### src/hw/rtl/tiled_max_with_position_macros.svh
// Assertion macros for the tiled maximum RTL.
// Depends on nothing; included by the modules that carry assertions.
`ifndef TILED_MAX_WITH_POSITION_MACROS_SVH
`define TILED_MAX_WITH_POSITION_MACROS_SVH

// Same-cycle implication, disabled during reset.
`define TMWP_ASSERT_NOW(label, clk, rst, ante, cons) \
   label: assert property (@(posedge clk) disable iff (rst) (ante) |-> (cons)) \
      else $error("tiled max assertion failed");

// Next-cycle implication, disabled during reset.
`define TMWP_ASSERT_NEXT(label, clk, rst, ante, cons) \
   label: assert property (@(posedge clk) disable iff (rst) (ante) |=> (cons)) \
      else $error("tiled max assertion failed");

`endif

### src/hw/rtl/tmwp_pkg.sv
// Package for the tiled maximum block: sizes, register codes, word types
// and clamping functions. Depends on nothing.
package tmwp_pkg;

   localparam int MAX_TILES   = 16;
   localparam int COORD_BITS  = 12;
   localparam int SIZE_BITS   = COORD_BITS + 1;
   localparam int TILE_BITS   = (MAX_TILES > 1) ? $clog2(MAX_TILES) : 1;
   localparam int TCOUNT_BITS = $clog2(MAX_TILES + 1);
   localparam int PROD_BITS   = 2 * TCOUNT_BITS;

   // Fixed widths of the register file fields.
   localparam int CSR_SIZE_BITS  = 13;
   localparam int CSR_TILES_BITS = 5;
   localparam int CSR_DATA_BITS  = 13;
   localparam int CSR_INDEX_BITS = 3;

   typedef enum logic [CSR_INDEX_BITS-1:0] {
      CSR_FRAME_WIDTH  = 3'd0,
      CSR_TILES_ACROSS = 3'd1,
      CSR_TILES_DOWN   = 3'd2,
      CSR_TILE_WIDTH   = 3'd3,
      CSR_TILE_HEIGHT  = 3'd4
   } csr_index_type;

   typedef struct packed {
      logic [CSR_SIZE_BITS-1:0]  frame_width;
      logic [CSR_TILES_BITS-1:0] tiles_across;
      logic [CSR_TILES_BITS-1:0] tiles_down;
      logic [CSR_SIZE_BITS-1:0]  tile_width;
      logic [CSR_SIZE_BITS-1:0]  tile_height;
   } cfg_type;

   // One tile entry as kept in the band memory.
   typedef struct packed {
      logic [7:0]            value;
      logic [COORD_BITS-1:0] col;
      logic [COORD_BITS-1:0] row;
   } entry_type;

   // A pixel with its position, handed from the position tracker.
   typedef struct packed {
      logic                   in_grid;
      logic                   clear;
      logic                   final_px;
      logic                   last;
      logic [7:0]             pixel;
      logic [COORD_BITS-1:0]  col;
      logic [COORD_BITS-1:0]  row;
      logic [TCOUNT_BITS-1:0] tile_col;
      logic [TCOUNT_BITS-1:0] tile_row;
      logic [7:0]             tile_index;
   } pos_word_type;

   typedef struct packed {
      logic [3:0]  tile_x;
      logic [3:0]  tile_y;
      logic [7:0]  tile_index;
      logic [11:0] max_col;
      logic [11:0] max_row;
      logic [7:0]  peak_value;
      logic        last;
   } result_type;

   // Zero acts as one, anything above 2^COORD_BITS as 2^COORD_BITS.
   function automatic logic [SIZE_BITS-1:0] clamp_size(input logic [CSR_SIZE_BITS-1:0] v);
      int unsigned vi;
      int unsigned lim;
      vi  = int'(v);
      lim = 1 << COORD_BITS;
      if (vi == 0) begin
         vi = 1;
      end else if (vi > lim) begin
         vi = lim;
      end
      return SIZE_BITS'(vi);
   endfunction

   function automatic logic [TCOUNT_BITS-1:0] clamp_tiles(input logic [CSR_TILES_BITS-1:0] v);
      int unsigned vi;
      vi = int'(v);
      if (vi > MAX_TILES) begin
         vi = MAX_TILES;
      end
      return TCOUNT_BITS'(vi);
   endfunction

endpackage

### src/hw/rtl/tmwp_ram.sv
// Generic single-port-write, single-port-read RAM with a registered read.
// Reads return the contents from before a write in the same cycle.
module tmwp_ram #(
   parameter int WIDTH = 32,
   parameter int DEPTH = 16,
   localparam int ADDR_BITS = (DEPTH > 1) ? $clog2(DEPTH) : 1
) (
   input  logic                 clock,
   input  logic                 wr_en,
   input  logic [ADDR_BITS-1:0] wr_addr,
   input  logic [WIDTH-1:0]     wr_data,
   input  logic                 rd_en,
   input  logic [ADDR_BITS-1:0] rd_addr,
   output logic [WIDTH-1:0]     rd_data
);

   logic [WIDTH-1:0] mem_ff [DEPTH];
   logic [WIDTH-1:0] rd_data_ff;

   always_ff @(posedge clock) begin
      if (wr_en) begin
         mem_ff[wr_addr] <= wr_data;
      end
      if (rd_en) begin
         rd_data_ff <= mem_ff[rd_addr];
      end
   end

   assign rd_data = rd_data_ff;

endmodule

### src/hw/rtl/tmwp_pos.sv
// Position tracker: frame and tile counters that tag each accepted pixel.
// Depends on tmwp_pkg.
module tmwp_pos import tmwp_pkg::*; (
   input  logic         clock,
   input  logic         reset,
   input  logic         accept,
   input  logic [7:0]   pixel,
   input  logic         first_of_frame,
   input  cfg_type      cfg,
   output pos_word_type word
);

   localparam logic [COORD_BITS-1:0]  ROW_MAX  = {COORD_BITS{1'b1}};
   localparam logic [TCOUNT_BITS-1:0] TILE_SAT = TCOUNT_BITS'(MAX_TILES);

   logic [COORD_BITS-1:0]  col_ff, col_in, row_ff, row_in;
   logic [COORD_BITS-1:0]  cit_ff, cit_in, rit_ff, rit_in;
   logic [TCOUNT_BITS-1:0] tcol_ff, tcol_in, trow_ff, trow_in;

   logic [COORD_BITS-1:0]  cur_col, cur_row, cur_cit, cur_rit;
   logic [TCOUNT_BITS-1:0] cur_tcol, cur_trow;
   logic [SIZE_BITS-1:0]   fw, tw, th;
   logic [TCOUNT_BITS-1:0] ta, td;
   logic [PROD_BITS-1:0]   index_wide;

   always_comb begin
      fw = clamp_size(cfg.frame_width);
      tw = clamp_size(cfg.tile_width);
      th = clamp_size(cfg.tile_height);
      ta = clamp_tiles(cfg.tiles_across);
      td = clamp_tiles(cfg.tiles_down);

      // The frame's first pixel restarts every counter before it is used.
      cur_col  = first_of_frame ? '0 : col_ff;
      cur_row  = first_of_frame ? '0 : row_ff;
      cur_cit  = first_of_frame ? '0 : cit_ff;
      cur_rit  = first_of_frame ? '0 : rit_ff;
      cur_tcol = first_of_frame ? '0 : tcol_ff;
      cur_trow = first_of_frame ? '0 : trow_ff;

      index_wide = PROD_BITS'(cur_tcol) * PROD_BITS'(td) + PROD_BITS'(cur_trow);

      word.in_grid    = (cur_tcol < ta) && (cur_trow < td) && (SIZE_BITS'(cur_col) < fw);
      word.clear      = (cur_cit == '0) && (cur_rit == '0);
      word.final_px   = (SIZE_BITS'(cur_cit) == tw - 1'b1) && (SIZE_BITS'(cur_rit) == th - 1'b1);
      word.last       = (cur_tcol == ta - 1'b1) && (cur_trow == td - 1'b1);
      word.pixel      = pixel;
      word.col        = cur_col;
      word.row        = cur_row;
      word.tile_col   = cur_tcol;
      word.tile_row   = cur_trow;
      word.tile_index = index_wide[7:0];

      col_in  = cur_col;
      row_in  = cur_row;
      cit_in  = cur_cit;
      rit_in  = cur_rit;
      tcol_in = cur_tcol;
      trow_in = cur_trow;
      if (SIZE_BITS'(cur_col) + 1'b1 >= fw) begin
         col_in  = '0;
         cit_in  = '0;
         tcol_in = '0;
         if (cur_row < ROW_MAX) begin
            row_in = cur_row + 1'b1;
         end
         if (SIZE_BITS'(cur_rit) + 1'b1 >= th) begin
            rit_in = '0;
            if (cur_trow < TILE_SAT) begin
               trow_in = cur_trow + 1'b1;
            end
         end else begin
            rit_in = cur_rit + 1'b1;
         end
      end else begin
         col_in = cur_col + 1'b1;
         if (SIZE_BITS'(cur_cit) + 1'b1 >= tw) begin
            cit_in = '0;
            if (cur_tcol < TILE_SAT) begin
               tcol_in = cur_tcol + 1'b1;
            end
         end else begin
            cit_in = cur_cit + 1'b1;
         end
      end
   end

   always_ff @(posedge clock) begin
      if (reset) begin
         col_ff  <= '0;
         row_ff  <= '0;
         cit_ff  <= '0;
         rit_ff  <= '0;
         tcol_ff <= '0;
         trow_ff <= '0;
      end else if (accept) begin
         col_ff  <= col_in;
         row_ff  <= row_in;
         cit_ff  <= cit_in;
         rit_ff  <= rit_in;
         tcol_ff <= tcol_in;
         trow_ff <= trow_in;
      end
   end

endmodule

### src/hw/rtl/tmwp_update.sv
// Read-modify-write of the band memory with one-deep write forwarding,
// plus the result register. Depends on tmwp_pkg, tmwp_ram and the macros.
`include "tiled_max_with_position_macros.svh"

module tmwp_update import tmwp_pkg::*; (
   input  logic         clock,
   input  logic         reset,
   input  logic         accept,
   input  pos_word_type word,
   output logic         ready,
   output logic         rsp_valid,
   input  logic         rsp_ready,
   output result_type   rsp_word
);

   localparam int ENTRY_BITS = $bits(entry_type);

   logic                 s1_valid_ff, s1_valid_in;
   pos_word_type         s1_ff;
   logic                 fwd_valid_ff;
   logic [TILE_BITS-1:0] fwd_addr_ff;
   entry_type            fwd_data_ff;
   logic                 rsp_valid_ff, rsp_valid_in;
   result_type           rsp_ff;

   logic                 adv;
   logic                 wr_en;
   logic [TILE_BITS-1:0] s1_addr;
   logic [ENTRY_BITS-1:0] rd_raw;
   entry_type            base, updated;
   logic                 better;
   logic                 emit;

   assign s1_addr = s1_ff.tile_col[TILE_BITS-1:0];

   tmwp_ram #(
      .WIDTH (ENTRY_BITS),
      .DEPTH (MAX_TILES)
   ) u_band_ram (
      .clock   (clock),
      .wr_en   (wr_en),
      .wr_addr (s1_addr),
      .wr_data (updated),
      .rd_en   (accept),
      .rd_addr (word.tile_col[TILE_BITS-1:0]),
      .rd_data (rd_raw)
   );

   always_comb begin
      // The stage holds only when a tile result waits behind an untaken one.
      adv   = !s1_valid_ff || !s1_ff.final_px || !rsp_valid_ff || rsp_ready;
      ready = adv;
      wr_en = s1_valid_ff && adv;
      emit  = s1_valid_ff && adv && s1_ff.final_px;

      // The read issued alongside the previous write misses it; take it here.
      if (s1_ff.clear) begin
         base = '0;
      end else if (fwd_valid_ff && (fwd_addr_ff == s1_addr)) begin
         base = fwd_data_ff;
      end else begin
         base = entry_type'(rd_raw);
      end

      better = (s1_ff.pixel != 8'd0) &&
               ((s1_ff.pixel > base.value) ||
                ((s1_ff.pixel == base.value) && (s1_ff.col < base.col)));
      updated = base;
      if (better) begin
         updated.value = s1_ff.pixel;
         updated.col   = s1_ff.col;
         updated.row   = s1_ff.row;
      end

      if (accept) begin
         s1_valid_in = word.in_grid;
      end else if (adv) begin
         s1_valid_in = 1'b0;
      end else begin
         s1_valid_in = s1_valid_ff;
      end

      if (emit) begin
         rsp_valid_in = 1'b1;
      end else if (rsp_ready) begin
         rsp_valid_in = 1'b0;
      end else begin
         rsp_valid_in = rsp_valid_ff;
      end
   end

   always_ff @(posedge clock) begin
      if (reset) begin
         s1_valid_ff  <= 1'b0;
         fwd_valid_ff <= 1'b0;
         rsp_valid_ff <= 1'b0;
      end else begin
         s1_valid_ff  <= s1_valid_in;
         rsp_valid_ff <= rsp_valid_in;
         if (wr_en) begin
            fwd_valid_ff <= 1'b1;
         end
      end
   end

   always_ff @(posedge clock) begin
      if (accept) begin
         s1_ff <= word;
      end
      if (wr_en) begin
         fwd_addr_ff <= s1_addr;
         fwd_data_ff <= updated;
      end
      if (emit) begin
         rsp_ff.tile_x     <= 4'(s1_ff.tile_col);
         rsp_ff.tile_y     <= 4'(s1_ff.tile_row);
         rsp_ff.tile_index <= s1_ff.tile_index;
         rsp_ff.max_col    <= 12'(updated.col);
         rsp_ff.max_row    <= 12'(updated.row);
         rsp_ff.peak_value <= updated.value;
         rsp_ff.last       <= s1_ff.last;
      end
   end

   assign rsp_valid = rsp_valid_ff;
   assign rsp_word  = rsp_ff;

   `TMWP_ASSERT_NEXT(a_stall_keeps_entry, clock, reset, s1_valid_ff && !adv, s1_valid_ff && $stable(s1_addr))
   `TMWP_ASSERT_NOW(a_stall_needs_full_out, clock, reset, s1_valid_ff && !adv, rsp_valid_ff && !rsp_ready)
   `TMWP_ASSERT_NEXT(a_result_not_dropped, clock, reset, rsp_valid_ff && !rsp_ready, rsp_valid_ff)

endmodule

### src/hw/rtl/tiled_max_with_position.sv
// Top level of the tiled maximum block: configuration registers, position
// tracker and band memory update. Depends on tmwp_pkg, tmwp_pos, tmwp_update.

// Takes one pixel word per clock in raster order while req_ready is high and
// returns, for every tile of the grid, its largest nonzero pixel with that
// pixel's frame column and row. The best value of each tile column in the
// current band lives in a 16-entry RAM with a registered read; each pixel
// reads its entry when it is accepted, compares and writes it back from the
// stage register, with the last write forwarded to a following pixel of the
// same tile column. A tile's result is registered onto the rsp port when its
// bottom-right pixel leaves the stage register; req_ready drops only while
// a tile result waits behind a result that has not yet been taken. Tile
// entries are cleared on each tile's top-left pixel, so no clearing pass
// follows reset. Registers must only be written while no pixel is in flight.
module tiled_max_with_position import tmwp_pkg::*; (
   input  logic                      clock,
   input  logic                      reset,
   input  logic                      req_valid,
   output logic                      req_ready,
   input  logic [7:0]                req_pixel,
   input  logic                      req_first_of_frame,
   output logic                      rsp_valid,
   input  logic                      rsp_ready,
   output logic [3:0]                rsp_tile_x,
   output logic [3:0]                rsp_tile_y,
   output logic [7:0]                rsp_tile_index,
   output logic [11:0]               rsp_max_col,
   output logic [11:0]               rsp_max_row,
   output logic [7:0]                rsp_peak_value,
   output logic                      rsp_last,
   input  logic                      csr_valid,
   output logic                      csr_ready,
   input  logic [CSR_INDEX_BITS-1:0] csr_index,
   input  logic [CSR_DATA_BITS-1:0]  csr_data
);

   cfg_type      cfg_ff, cfg_in;
   pos_word_type word;
   result_type   rsp_word;
   logic         accept;

   assign csr_ready = 1'b1;
   assign accept    = req_valid && req_ready;

   always_comb begin
      cfg_in = cfg_ff;
      if (csr_valid) begin
         case (csr_index)
            CSR_FRAME_WIDTH:  cfg_in.frame_width  = csr_data[CSR_SIZE_BITS-1:0];
            CSR_TILES_ACROSS: cfg_in.tiles_across = csr_data[CSR_TILES_BITS-1:0];
            CSR_TILES_DOWN:   cfg_in.tiles_down   = csr_data[CSR_TILES_BITS-1:0];
            CSR_TILE_WIDTH:   cfg_in.tile_width   = csr_data[CSR_SIZE_BITS-1:0];
            CSR_TILE_HEIGHT:  cfg_in.tile_height  = csr_data[CSR_SIZE_BITS-1:0];
            default: ;
         endcase
      end
   end

   always_ff @(posedge clock) begin
      if (reset) begin
         cfg_ff.frame_width  <= CSR_SIZE_BITS'(1280);
         cfg_ff.tiles_across <= CSR_TILES_BITS'(11);
         cfg_ff.tiles_down   <= CSR_TILES_BITS'(11);
         cfg_ff.tile_width   <= CSR_SIZE_BITS'(116);
         cfg_ff.tile_height  <= CSR_SIZE_BITS'(65);
      end else begin
         cfg_ff <= cfg_in;
      end
   end

   tmwp_pos u_pos (
      .clock          (clock),
      .reset          (reset),
      .accept         (accept),
      .pixel          (req_pixel),
      .first_of_frame (req_first_of_frame),
      .cfg            (cfg_ff),
      .word           (word)
   );

   tmwp_update u_update (
      .clock     (clock),
      .reset     (reset),
      .accept    (accept),
      .word      (word),
      .ready     (req_ready),
      .rsp_valid (rsp_valid),
      .rsp_ready (rsp_ready),
      .rsp_word  (rsp_word)
   );

   assign rsp_tile_x     = rsp_word.tile_x;
   assign rsp_tile_y     = rsp_word.tile_y;
   assign rsp_tile_index = rsp_word.tile_index;
   assign rsp_max_col    = rsp_word.max_col;
   assign rsp_max_row    = rsp_word.max_row;
   assign rsp_peak_value = rsp_word.peak_value;
   assign rsp_last       = rsp_word.last;

endmodule
### config.mk
export PLATFORM = sky130hd
export DESIGN_NAME = tiled_max_with_position
export DESIGN_NICKNAME = d
export VERILOG_FILES = /design/src/hw/rtl/tmwp_pkg.sv /design/src/hw/rtl/tmwp_ram.sv /design/src/hw/rtl/tmwp_pos.sv /design/src/hw/rtl/tmwp_update.sv /design/src/hw/rtl/tiled_max_with_position.sv
export VERILOG_INCLUDE_DIRS = /design/src /design/src/hw/rtl
export SDC_FILE = /design/constraint.sdc
export NUM_CORES = 1
export LEC_CHECK = 0
export BUFFER_PORTS_ARGS = -buffer_cell sky130_fd_sc_hd__buf_2
export CAP_MARGIN = 10
export CORE_ASPECT_RATIO = 0.8
export CORE_MARGIN = 2
export CORE_UTILIZATION = 52
export DETAILED_ROUTE_END_ITERATION = 8
export PLACE_DENSITY = 0.67
export SLEW_MARGIN = 20
export SYNTH_ARGS = -nofsm -noshare
export SYNTH_HDL_FRONTEND = slang
export SYNTH_SLANG_ARGS = --single-unit
### constraint.sdc
create_clock -name clock -period 7 [get_ports clock]
set_clock_uncertainty 0.05 [all_clocks]
set_input_delay 1.05 -clock clock [delete_from_list [all_inputs] [get_ports clock]]
set_output_delay 1.05 -clock clock [all_outputs]
set_load 0.01 [all_outputs]
Yosys cells after proc, flatten, opt, wreduce, memory -nomap -nowiden. Memory sizes are Yosys's and may differ from the RTL's. A register that Yosys moved wholly into a read port is not among the register bits. Index checks and enable logic that the tools add are counted.

Bits in registers: 246. Memory bits (read-only): 0. Input bits: 30. Output and inout bits: 52. Memories: 1. Latch bits: 0. Memory bits (writable): 512. Word-level logic and storage cells: 144.

Memory list: u_update.u_band_ram.mem_ff (words 16, width 32, read ports 1, clocked after Yosys merged registers in 1, wr ports 1, line tmwp_ram.sv:17) `logic [WIDTH-1:0] mem_ff [DEPTH];`.

Equality and inequality tests: 10. Magnitude comparators: 16. Add/subtract/negate cells: 14. Divide/modulo/power cells: 0. Reductions and logical operators: 32. Shifts and indexed selects: 0. Bitwise operators: 0. $mul: 1. Muxes and demuxes: 36.

Operator list (count): $mux 12 (11); $mux 32 (3); $mux 13 (6); $mux 5 (10); $add 12x1->12 const B (4); $add 12x1->13 const B (3); $ge 13x13->1 (3); $gt 13x13->1 const B (3); $logic_not 13->1 (3); $eq 12x13->1 (2); $sub 13x1->13 const B (2); $logic_not 12->1 (2); $lt 12x13->1 (1); $lt 12x12->1 (1); $lt 12x12->1 const B (1); $logic_and 1x1->1 (11); $add 5x1->5 const B (2); $eq 5x5->1 (2); $gt 5x5->1 const B (2); $lt 5x5->1 (2); $lt 5x5->1 const B (2); $reduce_and 2->1 (5); $sub 5x1->5 const B (2); $add 8x5->8 (1); other kinds (13) (25).

Depth between registers and ports, before layout.
Depth in word-level cells: 9. Depth in mapped cells: 21. Depth with buffers taken out: 17.

Cells and area by module. From an unflattened synthesis, not the netlist that was laid out.

Cell total of the unflattened synthesis: 2338. Area total of the unflattened synthesis: 34978.5 um2.

Modules (own cells, without submodules): tmwp_ram (cells each 838, area an instance 20174.3 um2, sequential area each 16335.7 um2, instances 1); tmwp_pos (cells each 973, area an instance 7088.0 um2, sequential area each 1161.1 um2, instances 1); tmwp_update (cells each 334, area an instance 5686.7 um2, sequential area each 4144.0 um2, instances 1); tiled_max_with_position (cells each 193, area an instance 2029.4 um2, sequential area each 980.9 um2, instances 1).

Worst setup path after synthesis. No wires, ideal clock.

Path type: input-to-reg. Start: in req_first_of_frame. End: reg u_pos.rit_ff[4]. Required time: 6.656 ns. Cell stages on the path: 20. Slack: 1.505 ns. Data arrival time: 5.151 ns. Library setup time: 0.294 ns. Cells stage by stage: clkbuf_1 > clkbuf_1 > buf_1 > clkbuf_1 > clkbuf_1 > nor2b_1 > ha_1 > and4b_1 > and3_1 > and3_1 > and3_1 > and3_1 > ha_1 > a21oi_1 > o211a_1 > a22oi_1 > clkbuf_1 > o21ai_0 > nand2_1 > a311oi_1.

Elaborated cells on any way between the ends: 9. Classes of those cells: add/sub (3); order compare (2); mux (4).

RTL lines: start: declaration (line tiled_max_with_position.sv:21) `input logic req_first_of_frame,`; $mux 12 (line tmwp_pos.sv:34) `cur_col = first_of_frame ? '0 : col_ff;`; net u_pos.cur_col[1] (line tmwp_pos.sv:20) `logic [COORD_BITS-1:0] cur_col, cur_row, cur_cit, cur_rit;`; $add 12x1->13 (line tmwp_pos.sv:60) `if (SIZE_BITS'(cur_col) + 1'b1 >= fw) begin`; $ge 13x13->1 (line tmwp_pos.sv:60); $mux 12 (line tmwp_pos.sv:60); end signal: assignment (line tmwp_pos.sv:100) `rit_ff <= rit_in;`; end: declaration (line tmwp_pos.sv:17) `logic [COORD_BITS-1:0] cit_ff, cit_in, rit_ff, rit_in;`.

The timed path passes the listed nets, and every way through them passes these cells. A chain may end at the register's enable or synchronous reset.

Worst setup path in the final report.
Start: in req_first_of_frame. End: reg u_pos.rit_ff[7].

Word-level cells in the longest chain between the ends: 5. Elaborated cells on any way between the ends: 9. Classes of those cells: add/sub (3); order compare (2); mux (4).

Ends and longest elaborated chain: $mux 12 (line tmwp_pos.sv:37) `cur_rit = first_of_frame ? '0 : rit_ff;`; $add 12x1->13 (line tmwp_pos.sv:67) `if (SIZE_BITS'(cur_rit) + 1'b1 >= th) begin`; $ge 13x13->1 (line tmwp_pos.sv:67); $mux 12 (line tmwp_pos.sv:67); $mux 12 (*) (line tmwp_pos.sv:60).

Every way passes the cells marked *; elsewhere a longest branch is shown, timed or not.

==> results.env <==
RESULT_OF_THE_RUN='finished clean'
ARRIVAL_PS=5700
FIN_HOLD_WS_PS=366.9
YS_FF_LATCH=790
CTS-ROOT-TO-SINK-BUFFERS=3
WORST_SLEW_PIN_SLEW_PS=1093
STARTPOINT='req_first_of_frame'
GRT_MAX_DEGREE=74
INTERNAL_POWER_mW=7.589
CAP_VIOL_MAX_COUNT=0
DIE_AREA_SQ_MM=0.07076
DETAIL-ROUTE-ANTENNA-NETS=0
CTS_TREE='built'
DRC=0
SYNTH.YOSYS.SEQ_AREA_SHARE_PCT=63.38
POWER.SEQUENTIAL.FRACTION_PCT=54.1
TIMING.FINAL.HOLD_VIOLATIONS=0
CTS_SETUP_BUFFERS=0
PERIOD_SHARE_PCT=74.16
POWER_SHARE_OF_THE_COMBINATIONAL_GROUP_PCT=4.6
CRIT-REG2REG-LAUNCH='u_update.s1_addr[2]'
END_OF_THE_CRITICAL_PATH='u_pos.rit_ff[7]'
POSTSYNTH.ASYNCRESETSHARE_PCT=0
WORST-PATH-MAX-FANOUT=46
SYNTH_TOP_AREA_CELL='sky130_fd_sc_hd__edfxtp_1'
SYN_AREA_PER_CELL_SQ_UM=12.60
AREA_GROWTH_SYN_TO_LAYOUT_PCT=11.20
SETUP_VIOL_COUNT_FINAL=0
SYNTH_TOP_CELL_AREA_SHARE_PCT=57.21
REG2REG_DEPTH=14
VIAS=23414
ROUTED_WL_UM=92050
INITIAL_ANTENNA_VIOLATION_COUNT=2
NUM_IO_PINS=82
DRIVE_ABOVE_1_SHARE_PCT=13.41
POST_CTS.RESIZED_INSTANCES=0
FILLERINSTANCES=5406
YOSYSWARNINGS=0
CRITICAL_PATH.STARTPOINT_TYPE='input pin'
CLOCKPOWERSHARE_PCT=41.3
SYNTH_CELL_TYPES=74
DETAILEDROUTE.FIRSTITERATIONVIOLATIONS=2261
CLOCK-SINKS=790
PNR_WORST_SETUP_SLACK_PS=1809
CTSHTREEMAXLEVEL=3
CRITICAL_PATH_REQUIRED_PS=7510
TOTALNEGATIVESETUPSLACK_PS=0
CTS-ROOT-BUF='sky130_fd_sc_hd__clkbuf_16'
GRT_PASS1_WL_UM=138500
TOTAL_SWITCHING_POWER_mW=2.166
DP_HPWL_UM=52380
NETLIST_TOP_CELLS_AREA='sky130_fd_sc_hd__edfxtp_1 (57%), sky130_fd_sc_hd__dfxtp_1 (6.2%), sky130_fd_sc_hd__ha_1 (3.7%)'
DR.PASS1.ITERS=6
VDD_DROP_MAX_mV=0.2530
ANTENNADIODECOUNT=0
SETUP_REPAIR_AFTER_GLOBAL_ROUTING_MISSED_ITS_MARGIN='false'
FIN_CRIT_PERIOD_PS=5191
FLOORPLAN_DIE_WIDTH_UM=296.9
PD_CELLS_mW_PER_MM2=245.8
DRT-WIRELENGTH-PER-CELL_UM=23.82
WORSTHOLDPATHTYPE='reg -> reg'
REG2REG_TO='u_update.u_band_ram.mem_ff[12][29]'
SETUP.REG_TO_REG.WORST_SLACK_PS=1840
FINALCOREUTILIZATION_PCT=58.68
FIRST_GLOBAL_VIAS=22853
MOST_USED_STANDARD_CELLS_IN_THE_SYNTHESIZED_NETLIST='sky130_fd_sc_hd__edfxtp_1 (680), sky130_fd_sc_hd__nand2_1 (334), sky130_fd_sc_hd__a21oi_1 (211)'
GP_ROUTABILITY_CONGESTION=0.9168
SWSHARE_PCT=22.20
WORST-SETUP-PATH-TYPE='in -> reg'
FMAXACHIEVABLE_MHz=192.6
WORST_SETUP_PATH_END_KIND='flip-flop'
LAYOUT.NETS=3038
WORSTSKEWPAIRLATENCY_PS=640
GRT.OVERFLOW.TOTAL=0
SYNTH.MOST_COMMON_CELL='sky130_fd_sc_hd__edfxtp_1'
VIASPERCELL=6.058
HOLD_BUFFERS=0
ROWS=85
CTS_BUFFERS=78
LEAKAGEPOWER_nW=13.81
PLACEMENT.SETUP.WORST_SLACK_PS=1350
NUMBER_OF_ENABLE_TYPE_REGISTER_CELLS_IN_THE_SYNTHESIZED_NETLIST=680
GRT_USAGE_PCT=25.66
POSTSYNTHCELLCOUNT=2832
SLEW_HEADROOM_PCT=27.11
MAXSLEWVIOLCOUNT=0
INITIAL_CORE_UTIL_PCT=52.77
DOMINANTREGCELLSYNTH='sky130_fd_sc_hd__edfxtp_1'
CORE_REGION_AREA_SQ_MM=0.06764
FP.DIEH_UM=238.3
SYNTHESIZED_NETLIST_NET_COUNT=2980
NUMBER_OF_I_O_PORT_BUFFERS=80
NETLIST_AREA_BEFORE_PLACEMENT_SQ_MM=0.03569
CLK_PIN_SLEW_WORST_PATHS_PS=60
-- worst min path at each step --
stage                             startpoint                    end  slack, ps  cells after the start
after global routing       u_update.s1_ff[0]  u_update.rsp_word[33]        380                      0
after detailed placement   u_update.s1_ff[5]  u_update.rsp_word[38]        360                      0
final                      u_update.s1_ff[5]  u_update.rsp_word[38]        370                      0
after CTS                  u_update.s1_ff[5]  u_update.rsp_word[38]        370                      0
after floorplan           u_update.s1_ff[50]   u_update.rsp_word[0]        350                      0
after global placement     u_update.s1_ff[9]  u_update.rsp_word[42]        350                      0
-- placed cells by master, fill, tap and decap left out, types with 66 or more instances in the layout --
master and count:
sky130_fd_sc_hd__ha_1 105, sky130_fd_sc_hd__nand3_1 72, sky130_fd_sc_hd__mux2_2 96, sky130_fd_sc_hd__clkbuf_16 80, sky130_fd_sc_hd__dfxtp_1 107, sky130_fd_sc_hd__a21oi_1 211
sky130_fd_sc_hd__edfxtp_1 680, sky130_fd_sc_hd__nor2b_1 94, sky130_fd_sc_hd__nor2_1 109, sky130_fd_sc_hd__buf_4 66, sky130_fd_sc_hd__a211oi_1 68, sky130_fd_sc_hd__nand2_1 332
sky130_fd_sc_hd__inv_1 67, sky130_fd_sc_hd__buf_2 78, sky130_fd_sc_hd__o21ai_0 101, sky130_fd_sc_hd__mux2i_1 119
-- per-stage QoR --
| stage | std cells | area [sq um] | power, mW |
|---|---|---|---|
| 3_3_place_gp | 3722 | 37230 | 5.802 |
| 4_1_cts | 3864 | 39650 | 9.814 |
| 3_5_place_dp | 3722 | 37230 | 5.819 |
| 6_report | 3865 | 39690 | 9.755 |
| 5_1_grt | 3865 | 39690 | 10.05 |
| 2_1_floorplan | 2832 | 35690 | 5.644 |
-- worst max-delay path, stage by stage --
cell and delay [ps]:
sky130_fd_sc_hd__buf_4 280, sky130_fd_sc_hd__inv_2 320, sky130_fd_sc_hd__nand2_1 160, sky130_fd_sc_hd__inv_1 110, sky130_fd_sc_hd__ha_1 180, sky130_fd_sc_hd__and4b_1 320
sky130_fd_sc_hd__nand2_1 80, sky130_fd_sc_hd__nor3_1 560, sky130_fd_sc_hd__nand3_1 220, sky130_fd_sc_hd__xnor2_1 170, sky130_fd_sc_hd__ha_1 330, sky130_fd_sc_hd__a21o_1 180
sky130_fd_sc_hd__a21o_1 160, sky130_fd_sc_hd__a21oi_1 150, sky130_fd_sc_hd__o211ai_1 110, sky130_fd_sc_hd__buf_4 190, sky130_fd_sc_hd__nor4_1 830, sky130_fd_sc_hd__a22o_1 270
-- cells by family (layout without fill, tap and decap cells) --
| kind of cell | count (synthesis) | after routing | share of synthesized area [%] |
|---|---|---|---|
| AOI/OAI and AO/OA | 557 | 557 | 9.798 |
| muxes | 232 | 232 | 6.892 |
| buffers and inverters | 244 | 364 | 2.605 |
| other | 1 | 1 | 0.01051 |
| DFF | 790 | 790 | 63.38 |
| adders and majority gates | 118 | 118 | 4.410 |
| and+or+nand+nor | 807 | 807 | 10.83 |
| xor gates and xnor gates | 83 | 83 | 2.075 |
-- cell type report --
| type | count | area, sq um | area share (%) |
|---|---|---|---|
| Clock inverter | 43 | 326.6 | 0.8228 |
| Clock buffer | 99 | 2093 | 5.274 |
| Inverter | 77 | 291.5 | 0.7346 |
| Multi-Input combinational cell | 1798 | 12300 | 30.99 |
| Sequential cell | 790 | 22630 | 57.02 |
| Tap cell | 913 | 1142 | 2.878 |
| Timing Repair Buffer | 145 | 905.9 | 2.282 |
-- sequential cells by signal (all words and copies together) (netlist names) --
| register | count |
|---|---|
| u_update.u_band_ram.rd_data | 32 |
| u_pos.trow_ff | 5 |
| u_pos.cit_ff | 12 |
| u_update.s1_addr | 4 |
| u_update.rsp_valid | 1 |
| u_update.fwd_valid_ff | 1 |
| cfg_ff | 49 |
| u_pos.row_ff | 12 |
| u_pos.rit_ff | 12 |
| u_update.s1_valid_ff | 1 |
| u_update.u_band_ram.mem_ff | 512 |
| u_update.s1_ff | 47 |
| u_pos.col_ff | 12 |
| u_update.fwd_data_ff | 32 |
| u_pos.tcol_ff | 5 |
| u_update.fwd_addr_ff | 4 |
| u_update.rsp_word | 49 |
-- routing by layer --
metal  share of wire, %  GRT usage, %  vias up
met5             0.0087             0        -
li1                   -             -    10639
met4                2.0         6.229        2
met2                 46         41.41      871
met1                 43         35.62    11772
met3                8.0         5.600      130
-- power by group through the flow --
stage	sequential (mW)	clock, mW	combinational [mW]
after floorplan	5.37	0	0.273
after global placement	5.38	0	0.424
after detailed placement	5.38	0	0.440
after CTS	5.28	4.09	0.442
after global routing	5.28	4.27	0.491
final	5.28	4.03	0.447
No activity file was read; power rests on OpenSTA's default activity.
